`src/rtl/core/piecewise_linear_contrast_stretch_defines.svh`:
```
// Assertion macros for the contrast stretch block.
`ifndef PIECEWISE_LINEAR_CONTRAST_STRETCH_DEFINES_SVH
`define PIECEWISE_LINEAR_CONTRAST_STRETCH_DEFINES_SVH

// Check that the consequent holds in the same cycle as the antecedent.
`define PCS_ASSERT_NOW(lbl, ante, cons, msg) \
  lbl: assert property (@(posedge clk_i) disable iff (!rst_ni) (ante) |-> (cons)) \
    else $error(msg);

// Check that the consequent holds in the cycle after the antecedent.
`define PCS_ASSERT_NEXT(lbl, ante, cons, msg) \
  lbl: assert property (@(posedge clk_i) disable iff (!rst_ni) (ante) |=> (cons)) \
    else $error(msg);

`endif

```
`src/rtl/core/pcs_pkg.sv`:
```
// Shared types and constants for the contrast stretch block.
package pcs_pkg;

  localparam int CHANNELS   = 3;
  localparam int NUM_FIELDS = 3;
  localparam int PIX_W      = 8;
  localparam int PROD_W     = 2 * PIX_W;
  localparam int DIV_STEPS  = PIX_W;
  // input, segment, product, then one stage per quotient bit
  localparam int NSTG       = DIV_STEPS + 3;
  localparam int CFG_IDX_W  = 3;

  localparam logic [PIX_W-1:0] PIX_MAX = 8'd255;

  typedef enum logic [CFG_IDX_W-1:0] {
    CFG_CURVE_MODE = 3'd0,
    CFG_KNEE1_IN   = 3'd1,
    CFG_KNEE1_OUT  = 3'd2,
    CFG_KNEE2_IN   = 3'd3,
    CFG_KNEE2_OUT  = 3'd4,
    CFG_KNEE3_IN   = 3'd5,
    CFG_KNEE3_OUT  = 3'd6
  } cfg_idx_e;

  typedef struct packed {
    logic             mode;
    logic [PIX_W-1:0] k1_in;
    logic [PIX_W-1:0] k1_out;
    logic [PIX_W-1:0] k2_in;
    logic [PIX_W-1:0] k2_out;
    logic [PIX_W-1:0] k3_in;
    logic [PIX_W-1:0] k3_out;
  } knee_cfg_t;

  localparam knee_cfg_t CFG_RESET = '{
    mode:   1'b0,
    k1_in:  8'd64,
    k1_out: 8'd64,
    k2_in:  8'd128,
    k2_out: 8'd128,
    k3_in:  8'd192,
    k3_out: 8'd192
  };

  // Segment chosen for one sample: either a direct answer or a slope job
  typedef struct packed {
    logic             direct;
    logic [PIX_W-1:0] dval;
    logic [PIX_W-1:0] y0;
    logic             neg;
    logic [PIX_W-1:0] off;
    logic [PIX_W-1:0] mag;
    logic [PIX_W-1:0] dx;
  } seg_t;

  // Side data that rides along the divider stages
  typedef struct packed {
    logic             direct;
    logic [PIX_W-1:0] dval;
    logic [PIX_W-1:0] y0;
    logic             neg;
    logic [PIX_W-1:0] dx;
  } side_t;

endpackage

```
`src/rtl/core/piecewise_linear_contrast_stretch.sv`:
```
// Piecewise linear contrast stretch: each channel of a pixel goes through a
// three-knee curve (mode 0) or a clip-and-stretch between two levels (mode 1),
// with truncating slope division and saturation to 0..255. One pixel is taken
// per clock when the output side keeps up; a pixel's result passes through the
// input register, the per-lane pipeline of segment pick, 8x8 multiply and an
// eight-stage bit-per-stage divider, then the output register. Stalls on the
// output only stop the stages that are full, so bubbles are squeezed out. Write
// the knee registers only while no pixel is in flight.
`include "piecewise_linear_contrast_stretch_defines.svh"

module piecewise_linear_contrast_stretch
  import pcs_pkg::*;
(
  input  logic                 clk_i,
  input  logic                 rst_ni,
  input  logic                 cfg_valid_i,
  output logic                 cfg_ready_o,
  input  logic [CFG_IDX_W-1:0] cfg_index_i,
  input  logic [PIX_W-1:0]     cfg_data_i,
  input  logic                 in_valid_i,
  output logic                 in_ready_o,
  input  logic [PIX_W-1:0]     chan_a_in_i,
  input  logic [PIX_W-1:0]     chan_b_in_i,
  input  logic [PIX_W-1:0]     chan_c_in_i,
  output logic                 out_valid_o,
  input  logic                 out_ready_i,
  output logic [PIX_W-1:0]     chan_a_out_o,
  output logic [PIX_W-1:0]     chan_b_out_o,
  output logic [PIX_W-1:0]     chan_c_out_o
);

  knee_cfg_t        cfg_q;
  logic [NSTG-1:0]  vld_q;
  logic [NSTG-1:0]  en;
  logic             en_out;
  logic             out_valid_q;
  logic [PIX_W-1:0] chan_in  [NUM_FIELDS];
  logic [PIX_W-1:0] lane_res [NUM_FIELDS];
  logic [PIX_W-1:0] res_q    [NUM_FIELDS];

  // Configuration registers
  assign cfg_ready_o = 1'b1;

  always_ff @(posedge clk_i or negedge rst_ni) begin
    if (!rst_ni) begin
      cfg_q <= CFG_RESET;
    end else if (cfg_valid_i && cfg_ready_o) begin
      case (cfg_index_i)
        CFG_CURVE_MODE: cfg_q.mode   <= cfg_data_i[0];
        CFG_KNEE1_IN:   cfg_q.k1_in  <= cfg_data_i;
        CFG_KNEE1_OUT:  cfg_q.k1_out <= cfg_data_i;
        CFG_KNEE2_IN:   cfg_q.k2_in  <= cfg_data_i;
        CFG_KNEE2_OUT:  cfg_q.k2_out <= cfg_data_i;
        CFG_KNEE3_IN:   cfg_q.k3_in  <= cfg_data_i;
        CFG_KNEE3_OUT:  cfg_q.k3_out <= cfg_data_i;
        default: ;
      endcase
    end
  end

  // Stage enables: a stage advances when it is empty or its successor advances
  assign en_out = !out_valid_q || out_ready_i;

  always_comb begin
    en[NSTG-1] = !vld_q[NSTG-1] || en_out;
    for (int k = NSTG - 2; k >= 0; k--) begin
      en[k] = !vld_q[k] || en[k+1];
    end
  end

  assign in_ready_o = en[0];

  // Advance the valid chain
  always_ff @(posedge clk_i or negedge rst_ni) begin
    if (!rst_ni) begin
      vld_q <= '0;
    end else begin
      if (en[0]) begin
        vld_q[0] <= in_valid_i;
      end
      for (int k = 1; k < NSTG; k++) begin
        if (en[k]) begin
          vld_q[k] <= vld_q[k-1];
        end
      end
    end
  end

  assign chan_in[0] = chan_a_in_i;
  assign chan_in[1] = chan_b_in_i;
  assign chan_in[2] = chan_c_in_i;

  // One lane per channel
  for (genvar i = 0; i < NUM_FIELDS; i++) begin : g_lane
    if (i < CHANNELS) begin : g_on
      pcs_lane u_lane (
        .clk_i (clk_i),
        .en_i  (en),
        .cfg_i (cfg_q),
        .v_i   (chan_in[i]),
        .res_o (lane_res[i])
      );
    end else begin : g_off
      assign lane_res[i] = '0;
    end
  end

  // Merge lane results into the output beat
  always_ff @(posedge clk_i or negedge rst_ni) begin
    if (!rst_ni) begin
      out_valid_q <= 1'b0;
    end else if (en_out) begin
      out_valid_q <= vld_q[NSTG-1];
    end
  end

  always_ff @(posedge clk_i) begin
    if (en_out) begin
      for (int i = 0; i < NUM_FIELDS; i++) begin
        res_q[i] <= lane_res[i];
      end
    end
  end

  assign out_valid_o  = out_valid_q;
  assign chan_a_out_o = res_q[0];
  assign chan_b_out_o = res_q[1];
  assign chan_c_out_o = res_q[2];

  // Checks on the stage control
  `PCS_ASSERT_NEXT(a_take_fills_first, in_valid_i && in_ready_o, vld_q[0], "accepted beat lost at input stage")
  `PCS_ASSERT_NOW(a_stall_means_full, !in_ready_o, (&vld_q) && out_valid_o && !out_ready_i, "input stalled with a free stage")
  `PCS_ASSERT_NEXT(a_last_holds, vld_q[NSTG-1] && !en[NSTG-1], vld_q[NSTG-1], "last stage dropped a stalled beat")

endmodule

```
`src/rtl/core/pcs_seg.sv`:
```
// Segment selection for one sample against the knee settings.
module pcs_seg
  import pcs_pkg::*;
(
  input  knee_cfg_t        cfg_i,
  input  logic [PIX_W-1:0] v_i,
  output seg_t             seg_o
);

  logic [PIX_W-1:0] x0, y0, x1, y1;
  logic             use_seg;
  logic [PIX_W:0]   dy;

  // Pick the segment the sample falls in
  always_comb begin
    x0          = '0;
    y0          = '0;
    x1          = '0;
    y1          = '0;
    use_seg     = 1'b0;
    seg_o.dval  = v_i;
    if (!cfg_i.mode) begin
      if (v_i <= cfg_i.k1_in) begin
        if (cfg_i.k1_in == '0) begin
          // zero-width first segment answers its end level
          seg_o.dval = cfg_i.k1_out;
        end else begin
          use_seg = 1'b1;
          x1      = cfg_i.k1_in;
          y1      = cfg_i.k1_out;
        end
      end else if (v_i <= cfg_i.k2_in) begin
        use_seg = 1'b1;
        x0      = cfg_i.k1_in;
        y0      = cfg_i.k1_out;
        x1      = cfg_i.k2_in;
        y1      = cfg_i.k2_out;
      end else if (v_i <= cfg_i.k3_in) begin
        use_seg = 1'b1;
        x0      = cfg_i.k2_in;
        y0      = cfg_i.k2_out;
        x1      = cfg_i.k3_in;
        y1      = cfg_i.k3_out;
      end else begin
        use_seg = 1'b1;
        x0      = cfg_i.k3_in;
        y0      = cfg_i.k3_out;
        x1      = PIX_MAX;
        y1      = PIX_MAX;
      end
    end else begin
      if (v_i <= cfg_i.k1_in) begin
        seg_o.dval = '0;
      end else if (v_i <= cfg_i.k2_in) begin
        use_seg = 1'b1;
        x0      = cfg_i.k1_in;
        x1      = cfg_i.k2_in;
        y1      = PIX_MAX;
      end else begin
        seg_o.dval = PIX_MAX;
      end
    end

    // Slope terms: offset into the segment, rise as sign and magnitude, run
    dy           = {1'b0, y1} - {1'b0, y0};
    seg_o.direct = !use_seg;
    seg_o.y0     = y0;
    seg_o.neg    = dy[PIX_W];
    seg_o.mag    = dy[PIX_W] ? PIX_W'(-dy) : dy[PIX_W-1:0];
    seg_o.off    = v_i - x0;
    seg_o.dx     = x1 - x0;
  end

endmodule

```
`src/rtl/core/pcs_lane.sv`:
```
// One channel lane: segment pick, multiply, bit-per-stage divide, clamp.
module pcs_lane
  import pcs_pkg::*;
(
  input  logic             clk_i,
  input  logic [NSTG-1:0]  en_i,
  input  knee_cfg_t        cfg_i,
  input  logic [PIX_W-1:0] v_i,
  output logic [PIX_W-1:0] res_o
);

  logic [PIX_W-1:0]  v_q;
  seg_t              seg_d, seg_q;
  logic [PROD_W-1:0] rem_q [DIV_STEPS+1];
  logic [PIX_W-1:0]  quo_q [DIV_STEPS+1];
  side_t             side_q [DIV_STEPS+1];
  logic signed [PIX_W+1:0] sum;

  // Capture the sample
  always_ff @(posedge clk_i) begin
    if (en_i[0]) begin
      v_q <= v_i;
    end
  end

  pcs_seg u_seg (
    .cfg_i (cfg_i),
    .v_i   (v_q),
    .seg_o (seg_d)
  );

  always_ff @(posedge clk_i) begin
    if (en_i[1]) begin
      seg_q <= seg_d;
    end
  end

  // Multiply offset by rise magnitude
  always_ff @(posedge clk_i) begin
    if (en_i[2]) begin
      rem_q[0]         <= seg_q.off * seg_q.mag;
      quo_q[0]         <= '0;
      side_q[0].direct <= seg_q.direct;
      side_q[0].dval   <= seg_q.dval;
      side_q[0].y0     <= seg_q.y0;
      side_q[0].neg    <= seg_q.neg;
      side_q[0].dx     <= seg_q.dx;
    end
  end

  // Restoring divide, one quotient bit per stage, most significant first;
  // the product stays below 256 times the run, so eight bits suffice
  for (genvar j = 1; j <= DIV_STEPS; j++) begin : g_div
    localparam int K = DIV_STEPS - j;
    logic [PROD_W-1:0] dsh;
    logic              ge;

    assign dsh = PROD_W'(side_q[j-1].dx) << K;
    assign ge  = rem_q[j-1] >= dsh;

    always_ff @(posedge clk_i) begin
      if (en_i[2+j]) begin
        rem_q[j]  <= ge ? (rem_q[j-1] - dsh) : rem_q[j-1];
        quo_q[j]  <= quo_q[j-1] | (PIX_W'(ge) << K);
        side_q[j] <= side_q[j-1];
      end
    end
  end

  // Apply sign, add base level, saturate to the pixel range; a direct answer passes as is
  always_comb begin
    if (side_q[DIV_STEPS].neg) begin
      sum = $signed({2'b00, side_q[DIV_STEPS].y0}) - $signed({2'b00, quo_q[DIV_STEPS]});
    end else begin
      sum = $signed({2'b00, side_q[DIV_STEPS].y0}) + $signed({2'b00, quo_q[DIV_STEPS]});
    end
    if (side_q[DIV_STEPS].direct) begin
      res_o = side_q[DIV_STEPS].dval;
    end else if (sum < 0) begin
      res_o = '0;
    end else if (sum > $signed({2'b00, PIX_MAX})) begin
      res_o = PIX_MAX;
    end else begin
      res_o = sum[PIX_W-1:0];
    end
  end

endmodule
```
`config.mk`:
```
export PLATFORM = sky130hd
export DESIGN_NAME = piecewise_linear_contrast_stretch
export DESIGN_NICKNAME = d
export VERILOG_FILES = /design/src/rtl/core/pcs_pkg.sv /design/src/rtl/core/piecewise_linear_contrast_stretch.sv /design/src/rtl/core/pcs_seg.sv /design/src/rtl/core/pcs_lane.sv
export VERILOG_INCLUDE_DIRS = /design/src /design/src/rtl/core
export SDC_FILE = /design/constraint.sdc
export NUM_CORES = 2
export LEC_CHECK = 0
export ABC_CLOCK_PERIOD_IN_PS = 17500
export BUFFER_PORTS_ARGS = -buffer_cell sky130_fd_sc_hd__buf_2
export CORE_ASPECT_RATIO = 1.2
export CORE_UTILIZATION = 55
export CTS_BUF_LIST = sky130_fd_sc_hd__clkbuf_8
export DETAILED_ROUTE_END_ITERATION = 8
export PLACE_DENSITY = 0.82
export SYNTH_ARGS = -nofsm -noshare
export SYNTH_HDL_FRONTEND = slang
export SYNTH_SLANG_ARGS = --single-unit
```
`constraint.sdc`:
```
create_clock -name clk_i -period 17.5 [get_ports clk_i]
set_input_delay 4.375 -clock clk_i [delete_from_list [all_inputs] [get_ports clk_i]]
set_output_delay 4.375 -clock clk_i [all_outputs]
set_load 0.1 [all_outputs]
```
Yosys cells after proc, flatten, opt, wreduce, memory -nomap -nowiden
Memories as Yosys holds them, arrays and structs flattened.
Index checks and enable logic that the tools add are counted.
Storage, ports and cells
  flip-flop bits (word level): 211
  memory bits (writable): 1374
  bits of input ports: 40
  output and inout port bits: 27
  word-level logic and storage cells: 358
  memories kept: 10
Memory list
  g_lane[0].g_on.u_lane.side_q: words 9, width 26, read ports 9, clocked after memory_dff 0, wr ports 9, RTL line pcs_lane.sv:16  | side_t side_q [DIV_STEPS+1];
  g_lane[1].g_on.u_lane.side_q: words 9, width 26, read ports 9, clocked after memory_dff 0, wr ports 9, RTL line pcs_lane.sv:16
  g_lane[2].g_on.u_lane.side_q: words 9, width 26, read ports 9, clocked after memory_dff 0, wr ports 9, RTL line pcs_lane.sv:16
  g_lane[0].g_on.u_lane.rem_q: words 9, width 16, read ports 8, clocked after memory_dff 0, wr ports 9, RTL line pcs_lane.sv:14  | logic [PROD_W-1:0] rem_q [DIV_STEPS+1];
  g_lane[1].g_on.u_lane.rem_q: words 9, width 16, read ports 8, clocked after memory_dff 0, wr ports 9, RTL line pcs_lane.sv:14
  g_lane[2].g_on.u_lane.rem_q: words 9, width 16, read ports 8, clocked after memory_dff 0, wr ports 9, RTL line pcs_lane.sv:14
  4 more memories
Cells by class
  add/sub/neg operators: 42
  multiply operators: 3
  magnitude comparators: 39
  equal/unequal tests: 6
  mux-type cells: 155
  bitwise operators: 24
  reduce and logical (&&, ||, !) cells: 36
Operators with widths (count)
  8-bit two-way mux: 95
  16-bit two-way mux: 24
  8-bit less-or-equal comparator: 9
  8-bit by 8-bit subtractor with 9-bit output: 6
  16-bit by 10-bit >= comparator with 1-bit output: 3
  16-bit by 11-bit >= comparator with 1-bit output: 3
  16-bit by 12-bit >= comparator with 1-bit output: 3
  16-bit by 13-bit >= comparator with 1-bit output: 3
  16-bit by 14-bit >= comparator with 1-bit output: 3
  16-bit by 15-bit >= comparator with 1-bit output: 3
  16-bit by 8-bit >= comparator with 1-bit output: 3
  16-bit by 9-bit >= comparator with 1-bit output: 3
  8-bit by 8-bit multiplier with 16-bit output: 3
  16-bit by 10-bit subtractor with 16-bit output: 3
  16-bit by 11-bit subtractor with 16-bit output: 3
  16-bit by 12-bit subtractor with 16-bit output: 3
  16-bit by 13-bit subtractor with 16-bit output: 3
  16-bit by 14-bit subtractor with 16-bit output: 3
  16-bit by 15-bit subtractor with 16-bit output: 3
  16-bit by 8-bit subtractor with 16-bit output: 3
  16-bit by 9-bit subtractor with 16-bit output: 3
  8-bit subtractor: 6
  1-bit two-way mux: 33
  10-bit by 9-bit greater-than comparator with 1-bit output (second input constant): 3
  other kinds (20): 78

Longest topological paths before layout
  depth in word-level cells: 13
  depth in mapped cells: 22
  depth with buffers taken out: 20

Cells and area by module
A second synthesis with hierarchy kept.
Unflattened totals
  cells, all modules: 5571
  area, all modules: 71658.7 um^2
By module, submodules not included
  pcs_lane at g_lane[0].g_on.u_lane: times used 1, cells an instance 1419, area an instance 20353.3 um^2, sequential area each 13212.7 um^2
  pcs_lane at g_lane[1].g_on.u_lane: times used 1, cells an instance 1398, area an instance 20144.3 um^2, sequential area each 13212.7 um^2
  pcs_lane at g_lane[2].g_on.u_lane: times used 1, cells an instance 1386, area an instance 19987.9 um^2, sequential area each 13212.7 um^2
  pcs_seg at g_lane[0].g_on.u_lane.u_seg ...: times used 2, cells an instance 395, area an instance 2646.3 um^2, sequential area each 0.0 um^2
  piecewise_linear_contrast_stretch: times used 1, cells an instance 178, area an instance 3250.6 um^2, sequential area each 2257.2 um^2
  pcs_seg at g_lane[2].g_on.u_lane.u_seg: times used 1, cells an instance 400, area an instance 2630.0 um^2, sequential area each 0.0 um^2

Worst setup path after synthesis
Ideal clock, no wire load.
  kind: input -> output
  from: input out_ready_i
  to: output in_ready_o
  data arrival time: 11.086 ns
  slack: 2.039 ns
  stages: 7
  buffers on the path: 0
  cells stage by stage: nor2b_1 nand2_1 nor2_1 and2_1 inv_1 nor2_1 nand3_1
On the way
  word-level cells in the longest chain between the ends: 12
Ends and longest elaborated chain
  from (decl): RTL line piecewise_linear_contrast_stretch.sv:26  | input logic out_ready_i,
  1-bit logical OR: RTL line piecewise_linear_contrast_stretch.sv:62  | assign en_out = !out_valid_q || out_ready_i;
  1-bit logical OR: RTL line piecewise_linear_contrast_stretch.sv:65  | en[NSTG-1] = !vld_q[NSTG-1] || en_out;
  named net en[10]: RTL line piecewise_linear_contrast_stretch.sv:34  | logic [NSTG-1:0] en;
  1-bit logical OR (4 in series): RTL line piecewise_linear_contrast_stretch.sv:67  | en[k] = !vld_q[k] || en[k+1];
  named net en[6]: RTL line piecewise_linear_contrast_stretch.sv:34
  1-bit logical OR (6 in series): RTL line piecewise_linear_contrast_stretch.sv:67
  to (decl): RTL line piecewise_linear_contrast_stretch.sv:21  | output logic in_ready_o,
The timed path passes the listed nets, and every way through them passes these cells.

Worst setup path in the final report
Same ends and word-level chain as after synthesis.

==> results.cfg <==
[cts]
cts_tree = yes
cts_setup_buffers = 0
ctsHoldBuffers = 0
worstSkewPairLatency_ns = 0.87
cts_inserted_buffers = 199
htreeDepth = 4
clk_pin_slew_ns = 0.06
post_cts_resized = 0
cts_buffer_depth = 3
cts_root_buffer = clkbuf_8
clock-sinks = 1405

[finish]
nNetsFinal = 6267
layout_common_cells = edfxtp_1, inv_1, ha_1, nand2_1, a21oi_1
syn2layout_area_growth_pct = 8.830
fill_cells = 9105
drive_above_1_share_pct = 9.154
layout_commonest_cell = edfxtp_1

[worst_setup_path]
required_ns = 13.12
cp_max_fo = 80
critical_path_buf_inv_count = 5
slowest_delay_ns = 0.70
crit_family = simple AND/OR/NAND/NOR gates
crit_chain = buf_2, nor2b_1, nand2_4, buf_4, nor2_1, and2_1, inv_4, nor2_1, nand3_1, buf_4, buf_2
crit_slowest_cell = nor2_1
worstPathArrival_ns = 8.31
end_kind = primary output
path_class = primary input to primary output
start_kind = primary input

[timing]
period_needed_ns = 12.69
hold_viol_final = 0
hold_ws_ns = 0.3983
slew_headroom_pct = 8.414
finalMaxSlewViolations = 0
rsz0062_at_grt = no
setup_violations = 0
fmax_mhz = 78.83
finalClockSkew_ns = 0.03074
worst_slew_pin_slew_ns = 1.371
final.setup.tns_ns = 0
timing.final.crit_share_pct = 72.49

[global_routing]
groute.usage.overall_pct = 20.33
grt_pass1_vias = 41780
grt_use_met3_pct = 3.596
use_met1_pct = 24.01
grt_max_degree = 100
antenna_found_initial = 4
grt-busiest-layer = met2
use_met2_pct = 36.19
gr-total-overflow = 0
grt_pass1_wl_um = 208600

[die]
dieArea_sq_um = 128500
ios = 67
die_x_um = 327.4
start_util_pct = 55.70
rows = 142
core_area_sq_um = 125400
die_y_um = 392.4

[drt]
vias_per_cell = 5.531
vias = 41020
drt_iter0_drc = 2762
wl_um = 129000
ant_nets = 0
wl_per_cell_um = 17.39
drc = 0
drt_pass1_iterations = 6

[synthesis]
syn_avg_cell_area_sq_um = 12.93
synth.net_count = 6078
synthesis.instances = 5405
synth_seq_cells = 1405
yosys-top-cells-area = edfxtp_1, ha_1, fa_1
synth_edf_count = 1344
async_flop_share_pct = 4.342
netlist_area_sq_um = 69870
synth.distinct_cells = 95
ys_warn_count = 0
synth_ff_type = edfxtp_1
ys_seq_area_share_pct = 59.96
synth_top_area_share_pct = 57.76
yosysTopAreaCell = edfxtp_1

[placed_design]
port_buffers = 65
place.gp.congestion = 0.9211
dp_hpwl_um = 94590

[status]
outcome = finished clean

[job]
max_cap_violations = 0

[worst_hold_path]
hold_class = register to register
metrics by stage:
stage / area [sq um] / cells / setup WS (ns) / util [%]
after CTS: 76040 / 7413 / 4.729 / 60.62
final: 76040 / 7415 / 4.814 / 60.62
after floorplan: 69870 / 5405 / 2.039 / -
after global routing: 76040 / 7414 / 4.547 / 60.62
after global placement: 72160 / 7049 / 4.884 / 57.53
after detailed placement: 72160 / 7049 / 4.798 / 57.53
registers in the layout, indices dropped and copies added, names as in the netlist:
signal / flops
g_lane.g_on.u_lane.side_q: 678
out_valid_o: 1
g_lane.g_on.u_lane.seg_q: 126
g_lane.g_on.u_lane.rem_q: 384
res_q: 24
g_lane.g_on.u_lane.v_q: 24
cfg_q: 49
vld_q: 11
g_lane.g_on.u_lane.quo_q: 108
final cells by class:
class                   instances  area (sq um)  share of cell area (%)
diodes                          2         5.005                0.006582
clock buffers                 206          2835                   3.729
clock inverters               158          1036                   1.362
inverters                     584          2200                   2.893
multi-input cells            3307         25430                   33.45
flip-flops and latches       1405         41900                   55.10
well taps                    1656          2072                   2.725
repair buffers                 97         565.5                  0.7437
final timing paths:
path                       depth (start not counted)                                   to  slack (ns)                                start
max in group asynchronous                          2                            vld_q[10]       13.22                               rst_ni
hold reg to reg                                    0  g_lane[1].g_on.u_lane.side_q[1][68]        0.40  g_lane[1].g_on.u_lane.side_q[1][42]
hold / removal                                     0  g_lane[1].g_on.u_lane.side_q[1][68]        0.40  g_lane[1].g_on.u_lane.side_q[1][42]
min in group asynchronous                          2                            cfg_q[40]        3.69                               rst_ni
setup / recovery                                  11                           in_ready_o        4.81                          out_ready_i
setup reg to reg                                  18       g_lane[2].g_on.u_lane.seg_q[7]       11.92                            cfg_q[43]
routing by layer:
layer | vias to the layer above | share of wire [%]
met2 | 1217 | 51
met4 | 6 | 4.0
met3 | 363 | 5.1
li1 | 19890 | -
met1 | 19540 | 40
met5 | - | 0.030
Yosys cell counts, types with 47 or more instances:
cell type / instances
edfxtp_1: 1344
inv_1: 580
ha_1: 489
nand2_1: 357
a21oi_1: 344
nor2_1: 315
o21ai_0: 263
xnor2_1: 189
fa_1: 144
and2_1: 109
a21o_1: 102
clkbuf_1: 90
xor2_1: 88
nor2b_1: 87
mux2_2: 80
nor3_1: 70
nand2b_1: 66
dfrtp_1: 53
mux2i_1: 49
a21boi_0: 47
cells by family (layout without fill, tap and decap cells):
group           count (synthesis)  in the layout  share of synthesized area, %
compound gates               1055           1055                         9.414
flops                        1405           1405                         59.96
other cells                     1              3                      0.005367
simple gates                 1211           1211                         8.499
mux                           130            130                         2.007
buf+inv                       693           1045                         3.759
xor+xnor                      277            277                         3.472
fa+ha+maj                     633            633                         12.88
Power is left out: the tool's default activity adds up to more than one toggle a clock period on the data nets, which glitch-free logic cannot reach.
